### config.mk
export PLATFORM = sky130hd
export DESIGN_NAME = chh_cordic_cell
export DESIGN_NICKNAME = d
export VERILOG_FILES = /design/src/hdl/chh_pkg.sv /design/src/hdl/chh_cordic_cell.sv
export SDC_FILE = /design/constraint.sdc
export NUM_CORES = 1
export LEC_CHECK = 0
export BUFFER_PORTS_ARGS = -buffer_cell sky130_fd_sc_hd__clkbuf_2
export CAP_MARGIN = 0
export CORE_UTILIZATION = 30
export CTS_CLUSTER_DIAMETER = 50
export CTS_CLUSTER_SIZE = 8
export DETAILED_ROUTE_END_ITERATION = 6
export SLEW_MARGIN = 10
export SYNTH_ARGS = -nofsm -noshare
export SYNTH_HDL_FRONTEND = slang
export SYNTH_SLANG_ARGS = --single-unit
### constraint.sdc
create_clock -name clk -period 11.25 [get_ports clk]
set_input_delay 2.25 -clock clk [delete_from_list [all_inputs] [get_ports clk]]
set_output_delay 2.25 -clock clk [all_outputs]
set_load 0.005 [all_outputs]
### src/hdl/chh_pkg.sv
// ----------------------------------------------------------------------------
// chh_pkg
// Types, constants and the arctangent table for the compass heading block.
// ----------------------------------------------------------------------------
package chh_pkg;

    localparam int CORDIC_STAGES = 16;
    localparam int TABLE_LEN     = 24;
    localparam int STAGE_W       = $clog2(TABLE_LEN);

    localparam int SAMPLE_W = 16;
    localparam int SUM_W    = 17;
    localparam int DELTA_W  = 18;
    localparam int DECL_W   = 15;
    localparam int HDG_W    = 15;
    localparam int XW       = 30;
    localparam int ZW       = 26;
    localparam int QW       = ZW - 8;
    localparam int ATAN_W   = 20;

    localparam int PADDR_W  = 3;
    localparam logic [PADDR_W-1:0] REG_DECLINATION_ADDR = 3'd0;

    localparam logic signed [SAMPLE_W-1:0] CAL_RESET_HIGH = -16'sd10000;
    localparam logic signed [SAMPLE_W-1:0] CAL_RESET_LOW  = 16'sd10000;

    localparam logic signed [ZW-1:0] Z_HALF_TURN = 26'sd2949120;
    localparam logic signed [ZW-1:0] Z_ROUND     = 26'sd128;
    localparam logic signed [QW-1:0] FULL_TURN   = 18'sd23040;

    localparam int TDATA_IN_W  = 32;
    localparam int TDATA_OUT_W = 56;

    typedef enum logic [1:0] {
        ACT_RESTART = 2'd0,
        ACT_CAL     = 2'd1,
        ACT_HEADING = 2'd2,
        ACT_NONE    = 2'd3
    } chh_action_t;

    typedef struct packed {
        logic                       hdg;
        logic signed [SAMPLE_W-1:0] xs;
        logic signed [SAMPLE_W-1:0] ys;
        logic signed [SUM_W-1:0]    xsum;
        logic signed [SUM_W-1:0]    ysum;
    } chh_cal_t;

    typedef struct packed {
        logic                    hdg;
        logic                    zero;
        logic signed [XW-1:0]    x;
        logic signed [XW-1:0]    y;
        logic signed [ZW-1:0]    z;
        logic signed [SUM_W-1:0] xsum;
        logic signed [SUM_W-1:0] ysum;
    } chh_vec_t;

    typedef struct packed {
        logic                    hdg;
        logic signed [ZW-1:0]    t;
        logic signed [SUM_W-1:0] xsum;
        logic signed [SUM_W-1:0] ysum;
    } chh_sum_t;

    typedef struct packed {
        logic [HDG_W-1:0]        heading;
        logic signed [SUM_W-1:0] xsum;
        logic signed [SUM_W-1:0] ysum;
    } chh_res_t;

    // round(atan(2^-i) * 16384 * 180 / pi)
    function automatic logic [ATAN_W-1:0] atan_entry(input logic [STAGE_W-1:0] i);
        logic [ATAN_W-1:0] a;
        case (i)
            5'd0:    a = 20'd737280;
            5'd1:    a = 20'd435242;
            5'd2:    a = 20'd229970;
            5'd3:    a = 20'd116736;
            5'd4:    a = 20'd58595;
            5'd5:    a = 20'd29326;
            5'd6:    a = 20'd14667;
            5'd7:    a = 20'd7334;
            5'd8:    a = 20'd3667;
            5'd9:    a = 20'd1833;
            5'd10:   a = 20'd917;
            5'd11:   a = 20'd458;
            5'd12:   a = 20'd229;
            5'd13:   a = 20'd115;
            5'd14:   a = 20'd57;
            5'd15:   a = 20'd29;
            5'd16:   a = 20'd14;
            5'd17:   a = 20'd7;
            5'd18:   a = 20'd4;
            5'd19:   a = 20'd2;
            5'd20:   a = 20'd1;
            default: a = 20'd0;
        endcase
        return a;
    endfunction

endpackage

### src/hdl/chh_cordic_cell.sv
// ----------------------------------------------------------------------------
// chh_cordic_cell
// One vectoring CORDIC rotation with its own pipeline register.
// ----------------------------------------------------------------------------
module chh_cordic_cell
    import chh_pkg::*;
(
    input  logic               clk,
    input  logic               rst_n,
    input  logic [STAGE_W-1:0] stage,
    input  logic               in_valid,
    output logic               in_ready,
    input  chh_vec_t           in_data,
    output logic               out_valid,
    input  logic               out_ready,
    output chh_vec_t           out_data
);

    logic                 valid_reg;
    chh_vec_t             data_reg, data_next;
    logic signed [XW-1:0] xs, ys;
    logic signed [ZW-1:0] ang;

    assign in_ready  = !valid_reg || out_ready;
    assign out_valid = valid_reg;
    assign out_data  = data_reg;

    assign xs  = in_data.x >>> stage;
    assign ys  = in_data.y >>> stage;
    assign ang = signed'({{(ZW-ATAN_W){1'b0}}, atan_entry(stage)});

    always_comb
    begin
        data_next = in_data;
        if (!in_data.y[XW-1])
        begin
            data_next.x = in_data.x + ys;
            data_next.y = in_data.y - xs;
            data_next.z = in_data.z + ang;
        end
        else
        begin
            data_next.x = in_data.x - ys;
            data_next.y = in_data.y + xs;
            data_next.z = in_data.z - ang;
        end
    end

    always_ff @(posedge clk or negedge rst_n)
    begin
        if (!rst_n)
        begin
            valid_reg <= 1'b0;
        end
        else if (in_ready)
        begin
            valid_reg <= in_valid;
        end
    end

    always_ff @(posedge clk)
    begin
        if (in_valid && in_ready)
        begin
            data_reg <= data_next;
        end
    end

endmodule

; ---- Yosys cells after proc, flatten, opt, wreduce, memory -nomap -nowiden
; Memory sizes are Yosys's and may differ from the RTL's.
; Cells that the tools add are included.
[op_classes]
n_addsub = 6
shift = 2
muxes = 1
reduce_logical = 3
[op_table]
columns = operator, n
row1 = $mux 86, 1
row2 = $add 30x30->30, 2
row3 = $sshr 30x5->30, 2
row4 = $sub 30x30->30, 2
row5 = $add 26x21->26, 1
row6 = $sub 26x21->26, 1
row7 = $logic_and 1x1->1, 1
row8 = $logic_not 1->1, 1
row9 = $logic_or 1x1->1, 1
[word_totals]
regBits = 123
rom_bits = 640
in_bits = 131
out_inout_bits = 124
elab_cells = 21
memories = 1
[mem_list]
columns = memory, words, word_bits, rd, rd_ports_with_merged_regs, wr, line
row1 = (name not given), 32, 20, 1, 0, 0, chh_pkg.sv:75  ; case (i)

; ---- Longest topological paths before layout
; Gate-level depths: netlist (run 1).
[logic_depth]
depth_word = 3
mapped_depth = 26
depth_no_buf = 22

; ---- Worst setup path before layout (run 1)
; OpenSTA, ideal clock, no wires.
[synth_path]
path_type = input -> register
from = input port stage[1]
to = register data_reg (netlist bit out_data[58]), data pin
setup_ns = 0.258
arrival_time_ns = 7.408
required_ns = 10.992
slack_ns = 3.585
path_stages = 20
n_path_buf = 3
path_cell_list = clkbuf_1 -> inv_2 -> buf_4 -> buf_6 -> ha_1 -> mux4_2 -> a21oi_1 -> nand2_1 -> or4b_1 -> and2_0 -> xnor2_1 -> ha_1 -> or4_1 -> o221a_2 -> o31a_1 -> o41a_1 -> a2111oi_0 -> o21bai_1 -> a21oi_1 -> xnor2_1
[synth_rtl]
columns = item, line
row1 = from (decl), chh_cordic_cell.sv:10  ; input logic [STAGE_W-1:0] stage,
row2 = to (signal assigned), chh_cordic_cell.sv:65  ; data_reg <= data_next;
row3 = to (decl), chh_cordic_cell.sv:20  ; chh_vec_t data_reg, data_next;

==> out/metrics.yaml, run 1 <==
run_status:
  outcome: "complete, no violations"
detailed_routing:
  num_vias: 13580
  via_per_inst: 5.756
  drt_first_pass_iters: 5
  wire_per_inst_um: 22.32
  drc_errors: 0
  antenna_left: 0
  wirelength_um: 52690
  drt_iter0_markers: 1012
floorplan:
  fp.dieH_um: 222.6
  coreArea_um2: 47850
  start_util: 0.3050
  fp-row-count: 80
  die-area_um2: 49530
  fp.dieW_um: 222.6
  io_pins: 255
cts:
  cts_tree: "done"
  cts-buffers-inserted: 17
  htreeDepth: 4
  cts.reportedPaths.clkPinSlew_ns: 0.07
  cts.path.max_buffers: 2
  post_cts_resized: 0
  cts_setup_buffers: 0
  clock_latency_ns: 0.45
  holdBufCountCts: 0
  root_buffer: "clkbuf_16"
  cts_sinks: 123
sta:
  setup_violations: 0
  slew_viol_final: 0
  final.setup_skew_ns: 0.01002
  slew_headroom: 0.2762
  grt_setup_unrepaired: "no"
  final.setup.tns_ns: 0
  worst_slew_pin_slew_ns: 1.071
  hold_viol_final: 0
  finalCritPeriodShare: 0.7697
  fin_crit_ns: 8.659
  max_freq_ghz: 0.1155
critical_path:
  start_kind: "input port"
  cp_common_cell: "nor2_1"
  cp_slowest_stage_delay_ns: 0.66
  cp_top_family: "compound AO/OA/AOI/OAI gates"
  required_ns: 11.46
  worstPathCellList: "buf_6 -> buf_4 -> mux4_2 -> a32oi_1 -> nand2_1 -> a211oi_1 -> nand3_2 -> nor4b_4 -> nor3b_1 -> nor2_1 -> xor2_1 -> ha_1 -> a21o_1 -> a21oi_1 -> o221ai_1 -> a311oi_1 -> nor2_1 -> a41o_1 -> o41ai_1 -> xor3_1"
  crit_arrival_ns: 8.86
  worstSetupPathType: "in2reg"
  worst-path-buf-inv: 2
  crit_fanout: 76
  end_kind: "register"
  slowest_stage: "a211oi_1"
finish:
  fin_area_um2: 16850
  final_common_cell: "clkbuf_2"
  fillers: 4905
  antennaDiodeCount: 0
  area_growth_pct: 15.46
  drive_gt1_frac: 0.2573
  multi_input_area_um2: 10210
  regArea_um2: 3689
  final_nets: 1965
  final_cell_mix: "251 x clkbuf_2, 123 x nor2_1, 122 x edfxtp_1, 115 x nand2_1, 104 x a21oi_1"
logic_synthesis:
  synth-async-reset-ratio: 0.008130
  ys_seq_elements: 123
  synth_edf_count: 122
  syn-num-nets: 1754
  synth_flop_cell: "edfxtp_1"
  yosys_warnings: 0
  ys_types: 112
  seq_area_frac_synth: 0.2527
  synthCells: 1521
  syn_area_per_cell_um2: 9.595
  syn_area_um2: 14590
min_path:
  min_path_type: "reg2reg"
global_route:
  grt_pass1_vias: 13180
  grt_pass1_wl_um: 80030
  antenna_found_initial: 0
  grt_overflow: 0
  grt_use_total: 0.2117
  grt_max_degree: 77
placed_design:
  placed_area_um2: 16280
  dp_hpwl_um: 40250
  port_buffers: 254
  gp_congestion: 0.9698
power_and_ir_drop:
  powerDensity_nw_per_um2: 127.6
  leakage_nw: 6.802
  peakVddDrop_mv: 0.1178
run:
  drv_cap: 0
layer usage:
layer,GRT usage,routed length (um)
met2,0.3429,24810
met3,0.04060,3459
met5,0,0
met4,0.08298,1610
met1,0.2770,22810
report_power, final:
| group | internal, mW | total (mW) | switching [mW] | leakage, nW |
|---|---|---|---|---|
| Clock | 0.307 | 0.549 | 0.242 | 0.265 |
| Sequential | 0.609 | 0.628 | 0.0188 | 1.17 |
| Combinational | 0.410 | 0.973 | 0.562 | 5.37 |
through the flow:
step / total power, mW / setup slack [ns] / std cells / util / hold WS, ns
floorplan: 1.309 / 3.585 / 1521 / - / 0.5371
global placement: 1.594 / 2.434 / 2328 / 0.3403 / 0.5440
detailed placement: 1.602 / 2.213 / 2328 / 0.3403 / 0.5304
CTS: 2.172 / 2.727 / 2360 / 0.3522 / 0.5445
global route: 2.293 / 2.183 / 2360 / 0.3522 / 0.5745
finish: 2.150 / 2.591 / 2360 / 0.3522 / 0.5380
cell usage after synthesis, drive strengths merged (10+ instances only):
cell    number  share of area
buf         47          0.026
nor2b       21         0.0090
nand2b      25          0.011
a22oi       12         0.0062
o211ai      15         0.0077
a21boi      13         0.0069
mux2        30          0.023
a211oi      22          0.013
mux2i       37          0.025
and2        17         0.0075
and3        16         0.0072
a211o       13         0.0078
a31oi       21         0.0099
edfxtp     122           0.25
o31ai       10         0.0051
nand3       30          0.011
xnor2       82          0.049
clkbuf      36         0.0096
o22ai       16         0.0069
ha          99          0.085
xor2        45          0.027
o21a        23          0.012
mux4        73           0.11
o21ai       93          0.032
nor3        26         0.0089
a21oi      105          0.036
a21o        26          0.013
inv         46          0.012
nor2       125          0.032
nand2      115          0.030
state kept, by name, indices dropped and copies added (netlist names):
signal     cells
out_valid      1
out_data     122
worst min-delay path, delay by kind of cell, from the launching register on:
family        cells  cell delay, ns
simple gates      2            0.17
flops             1            0.34
final timing paths:
kind                                end      start  cells after the start  slack [ns]
setup / recovery           out_data[89]   stage[0]                     20        2.59
hold / removal                out_valid  out_valid                      2        0.54
min in group asynchronous     out_valid      rst_n                      1        1.55
hold reg to reg               out_valid  out_valid                      2        0.54
setup reg to reg           out_data[98]  out_valid                      3        8.80
max in group asynchronous     out_valid      rst_n                      1        9.61
logic make-up (layout without fill, tap and decap cells):
| kind of cell | Yosys count | after routing | synth area share |
|---|---|---|---|
| XOR/XNOR | 129 | 129 | 0.07939 |
| adder cells (fa/ha/maj) | 102 | 102 | 0.08899 |
| AND/OR/NAND/NOR | 435 | 435 | 0.1525 |
| AO/OA/AOI/OAI | 462 | 462 | 0.2149 |
| flip-flops | 123 | 123 | 0.2527 |
| buffers and inverters | 130 | 354 | 0.04818 |
| multiplexers | 140 | 140 | 0.1632 |
area by class of cell:
class | count | share of cell area
Tap cell | 615 | 0.04567
Multi-Input combinational cell | 1268 | 0.6058
Timing Repair Buffer | 276 | 0.08577
Sequential cell | 123 | 0.2189
Clock buffer | 17 | 0.02525
Inverter | 46 | 0.01025
Clock inverter | 15 | 0.008391
Note: power is estimated with default switching activity, not from simulation.
==> run 2, diff against run 1 <==
==> constraint.sdc (replaced) <==
create_clock -name clk -period 7.55 [get_ports clk]
set_input_delay 1.51 -clock clk [delete_from_list [all_inputs] [get_ports clk]]
set_output_delay 1.51 -clock clk [all_outputs]
set_load 0.005 [all_outputs]
==> run 2 against run 1 <==
Die area unchanged. Clock skew rose by 0.0029 ns. Worst setup slack lost 2.0 ns. Clock-buffer cell count is 1 higher. Largest power group unchanged.
==> out/metrics.yaml, run 2 (synthesis gave the netlist of run 1 again) <==
cts:
  cts_sinks: 123
  cts_setup_buffers: 0
  post_cts_resized: 0
  cts_tree: "done"
  clock_latency_ns: 0.46
  htreeDepth: 4
  cts.path.max_buffers: 2
  cts.reportedPaths.clkPinSlew_ns: 0.06
  root_buffer: "clkbuf_16"
  cts-buffers-inserted: 17
  holdBufCountCts: 0
sta:
  setup_violations: 0
  worst_slew_pin_slew_ns: 1.017
  slew_headroom: 0.3197
  max_freq_ghz: 0.1434
  slew_viol_final: 0
  setup_ws_ns: 0.5786
  finalCritPeriodShare: 0.9234
  fin_crit_ns: 6.971
  hold_viol_final: 0
  final.setup_skew_ns: 0.01288
  grt_setup_unrepaired: "no"
  final.setup.tns_ns: 0
critical_path:
  required_ns: 7.75
  worstSetupPathType: "in2reg"
  crit_fanout: 56
  end_kind: "register"
  crit_arrival_ns: 7.17
  start_kind: "input port"
global_route:
  grt_use_total: 0.2144
  grt_max_degree: 69
  grt_overflow: 0
  antenna_found_initial: 3
  grt_pass1_wl_um: 80790
  grt_pass1_vias: 13300
detailed_routing:
  via_per_inst: 5.721
  wirelength_um: 53850
  drt_iter0_markers: 1207
  num_vias: 13850
  antenna_left: 0
  drt_first_pass_iters: 5
  drc_errors: 0
  wire_per_inst_um: 22.24
floorplan:
  start_util: 0.3050
  io_pins: 255
  fp.dieH_um: 222.6
  fp.dieW_um: 222.6
  die-area_um2: 49530
  coreArea_um2: 47850
  fp-row-count: 80
placed_design:
  dp_hpwl_um: 42400
  gp_congestion: 0.9508
  dp_slack_ns: 0.1614
  port_buffers: 254
  placed_area_um2: 16750
  placed_cells: 2389
power_and_ir_drop:
  powerDensity_nw_per_um2: 185.7
  peakVddDrop_mv: 0.1701
  leakage_nw: 7.088
finish:
  final_cell_mix: "251 x clkbuf_2, 124 x nor2_1, 122 x edfxtp_1, 115 x nand2_1, 104 x a21oi_1"
  final_core_util: 0.3615
  area_growth_pct: 18.52
  fin_area_um2: 17300
  final_common_cell: "clkbuf_2"
  fillers: 4842
  fin_cells: 2421
  antennaDiodeCount: 0
  final_nets: 2026
  drive_gt1_frac: 0.2813
  largest_reg_flops: 122
run:
  drv_cap: 0
run_status:
  outcome: "complete, no violations"
min_path:
  min_path_type: "reg2reg"
==> run 2: per-layer routing <==
layer / GRT usage / share of wire / vias up
met5: 0 / 0.00046 / -
met4: 0.07319 / 0.027 / 4
met3: 0.04628 / 0.064 / 82
met2: 0.3614 / 0.48 / 541
met1: 0.2695 / 0.43 / 6789
li1: - / - / 6434
==> run 2: path summary, 6_finish.rpt <==
kind	from	end	slack, ns	cells after the start
max in group asynchronous	rst_n	out_valid	6.65	1
setup reg to reg	out_valid	out_data[105]	5.11	3
hold / removal	out_valid	out_valid	0.54	2
hold reg to reg	out_valid	out_valid	0.54	2
min in group asynchronous	rst_n	out_valid	0.82	1
setup / recovery	stage[0]	out_data[89]	0.58	21
==> run 2: layout make-up <==
class | count | area (um2) | share of cell area
Multi-Input combinational cell | 1268 | 10200 | 0.5900
Sequential cell | 123 | 3689 | 0.2133
Timing Repair Buffer | 337 | 1916 | 0.1107
Tap cell | 615 | 769.5 | 0.04449
Clock buffer | 18 | 429.2 | 0.02481
Inverter | 46 | 172.7 | 0.009983
Clock inverter | 14 | 116.4 | 0.006727
==> run 2: worst max-delay path, stage by stage <==
cell and delay (ns):
buf_6 0.48, buf_4 0.40, mux2_2 0.40, o2bb2ai_1 0.16, a221oi_1 0.36, buf_4 0.22, o211ai_1 0.16, nand4bb_1 0.35
o41ai_1 0.48, xnor2_1 0.23, ha_1 0.31, a21o_1 0.17, a21o_1 0.17, a21oi_1 0.18, o221ai_1 0.16, a311oi_1 0.30
buf_4 0.17, nor2_1 0.04, a41o_1 0.25, o41ai_1 0.30, xor3_1 0.28
==> run 2: where the power goes <==
group	internal (mW)	switching (mW)	total [mW]
Combinational	0.644	0.848	1.49
Sequential	0.908	0.0276	0.935
Clock	0.425	0.359	0.785
==> run 2: through the flow <==
step                      total power [mW]  hold slack (ns)
after floorplan                      1.951           0.5371
after detailed placement             2.430           0.5333
after CTS                            3.240           0.5498
after global routing                 3.412           0.5848
after global placement               2.417           0.5225
final                                3.212           0.5390
==> run 3, diff against run 2 <==
--- a/config.mk
+++ b/config.mk
@@ -5,8 +5,10 @@
 export SDC_FILE = /design/constraint.sdc
 export NUM_CORES = 1
 export LEC_CHECK = 0
+export ABC_AREA = 1
 export BUFFER_PORTS_ARGS = -buffer_cell sky130_fd_sc_hd__clkbuf_2
 export CAP_MARGIN = 0
+export CORE_ASPECT_RATIO = 1.75
 export CORE_UTILIZATION = 30
 export CTS_CLUSTER_DIAMETER = 50
 export CTS_CLUSTER_SIZE = 8
==> run 3 against run 2 <==
The flow now finishes with violations (DRC). Total power rose by 0.87%. Worst hold slack gained 0.045 ns. Sequential power hardly changed. Fmax rose by 10%. Clock-buffer cell count decreased by 1. Critical path type unchanged.
==> out/metrics.yaml, run 3 <==
detailed_routing:
  drt_first_pass_iters: 7
  wirelength_um: 52950
  antenna_left: 0
  wire_per_inst_um: 17.75
  via_per_inst: 5.122
  drt_iter0_markers: 841
  drc_errors: 6
  num_vias: 15280
critical_path:
  cp_slowest_stage_delay_ns: 0.51
  crit_arrival_ns: 6.54
  reg2reg_slack_ns: 5.13
  r2r_start: "out_valid"
  reg2reg_to: "out_data[42]"
  end_kind: "register"
  cp_common_cell: "nand2_1"
  worstSetupPathType: "in2reg"
  start_kind: "input port"
  reg2regPathDepth: 3
  slowest_stage: "inv_2"
  cp_top_family: "simple AND/OR/NAND/NOR gates"
  crit_fanout: 36
  required_ns: 7.76
  worst-path-buf-inv: 5
finish:
  drive_gt1_frac: 0.1656
  fillers: 5088
  final_cell_mix: "682 x nand2_1, 306 x nand3_1, 254 x clkbuf_2, 195 x inv_1, 155 x nor2_1"
  final_core_util: 0.3555
  largest_reg_flops: 122
  fin_cells: 2983
  final_common_cell: "nand2_1"
  area_growth_pct: 16.80
  final_nets: 2612
floorplan:
  die-area_um2: 48490
  coreArea_um2: 46900
  fp.dieH_um: 290.6
  io_pins: 255
  fp.dieW_um: 166.9
  fp-row-count: 105
  start_util: 0.3043
logic_synthesis:
  syn-num-nets: 2391
  syn_area_per_cell_um2: 6.614
  synth_fa_ha_area_frac: 0.09099
  seq_area_frac_synth: 0.2584
  synth_area_leaders: "edfxtp_1 26%, nand2_1 18%, nand3_1 11%"
  synth_flop_cell: "edfxtp_1"
  yosys_warnings: 0
  synth-async-reset-ratio: 0.008130
  synth_mux_area_frac: 0
  synthSimpleGateAreaFrac: 0.3814
  synth_top_family_by_area: "simple AND/OR/NAND/NOR gates"
  synthTopCellsByCount: "682 x nand2_1, 306 x nand3_1, 196 x inv_1, 156 x nor2_1, 122 x edfxtp_1"
  ys_types: 54
  syn_area_um2: 14270
  synth_compound_area_frac: 0.1096
  yosysTopAreaCell: "edfxtp_1"
  synth_top_area_frac: 0.2567
  ys_seq_elements: 123
  synthCells: 2158
  synth_edf_count: 122
  yosys.area_share.xor_xnor: 0.07547
  yosysMostFrequentCell: "nand2_1"
global_route:
  grt_overflow: 0
  grt_use_total: 0.2161
  antenna_found_initial: 3
  grt_pass1_vias: 15070
  grt_max_degree: 80
  grt_pass1_wl_um: 80040
sta:
  whs_ns: 0.5845
  setup_violations: 0
  max_freq_ghz: 0.1578
  final.setup_skew_ns: 0.01388
  worst_slew_pin_slew_ns: 1.055
  grt_setup_unrepaired: "no"
  slew_headroom: 0.2964
  hold_viol_final: 0
  final.setup.tns_ns: 0
  finalCritPeriodShare: 0.8396
  fin_crit_ns: 6.339
  slew_viol_final: 0
cts:
  cts_sinks: 123
  post_cts_resized: 0
  cts_tree: "done"
  clock_latency_ns: 0.47
  holdBufCountCts: 0
  htreeDepth: 4
  cts.reportedPaths.clkPinSlew_ns: 0.06
  cts-buffers-inserted: 17
  cts.path.max_buffers: 2
  root_buffer: "clkbuf_16"
  cts_setup_buffers: 0
power_and_ir_drop:
  peakVddDrop_mv: 0.1523
  leakage_nw: 8.309
  powerDensity_nw_per_um2: 194.3
min_path:
  hp-start: "out_valid"
  min_path_type: "reg2reg"
  holdPathEnd: "out_valid"
  hold-path-cell-count: 2
run_status:
  violations: "DRC"
  outcome: "finished, violations left"
placed_design:
  placed_cells: 2948
  dp_hpwl_um: 43720
  gp_congestion: 0.9762
  port_buffers: 254
run:
  drv_cap: 0
## run 3: cell types whose count changed after synthesis, sizes merged, moves of 39 or more
| cell | previous run | this run |
|---|---|---|
| nor2 | 125 | 179 |
| inv | 46 | 210 |
| mux4 | 73 | 0 |
| xnor2 | 82 | 39 |
| nand3 | 30 | 317 |
| xor2 | 45 | 84 |
| nand2 | 115 | 701 |
## run 3: where the power goes
part	internal, mW	total, mW	switching (mW)	leakage, nW
combinational	0.504	1.41	0.909	6.84
sequential	0.911	0.938	0.0266	1.17
clock	0.499	0.890	0.390	0.295
## run 3: worst max path at each step
stage               slack, ns  startpoint  cells past startpoint       endpoint
finish                   1.21    stage[2]                     28  out_data[117]
global route             0.83    stage[2]                     26  out_data[116]
CTS                      1.32    stage[2]                     28  out_data[117]
detailed placement       0.84    stage[2]                     28  out_data[117]
global placement         0.83    stage[2]                     28  out_data[117]
floorplan                1.99   out_ready                      2    out_data[0]
## run 3: stage by stage
step,instance area [um2],power (mW),setup slack (ns)
global placement,16060,2.353,0.8341
finish,16670,3.240,1.211
CTS,16660,3.274,1.318
floorplan,14280,1.916,1.989
global route,16670,3.454,0.8304
detailed placement,16060,2.356,0.8356
## run 3: area by class of cell
class / count / area (um2) / share of cell area
multi-input combinational: 1748 / 9398 / 0.5637
clock inverter: 15 / 177.7 / 0.01066
inverter: 212 / 795.8 / 0.04773
timing repair buffer: 277 / 1444 / 0.08660
antenna: 3 / 7.507 / 0.0004503
sequential: 123 / 3689 / 0.2212
tap: 588 / 735.7 / 0.04413
clock buffer: 17 / 425.4 / 0.02552
## run 3: cells by family (layout without fill, tap and decap cells)
family	Yosys count	count (layout)
compound gates	272	272
xor+xnor	123	123
simple gates	1251	1251
flops	123	123
other cells	0	3
buf+inv	287	521
fa+ha+maj	102	102
## run 3: worst register-to-register path: stages, from the launching register on
cell     delay, ns
dfrtp_1       0.42
a21oi_4       0.15
buf_4         0.50
buf_4         0.91
## run 3: layer usage
metal / GRT usage / routed length [um] / up-vias / share of wire
li1: - / - / 7627 / -
met1: 0.2213 / 19920 / 7034 / 0.38
met2: 0.4111 / 27890 / 491 / 0.53
met3: 0.02656 / 2119 / 126 / 0.040
met4: 0.1332 / 3020 / 0 / 0.057
met5: 0 / 0 / - / 0
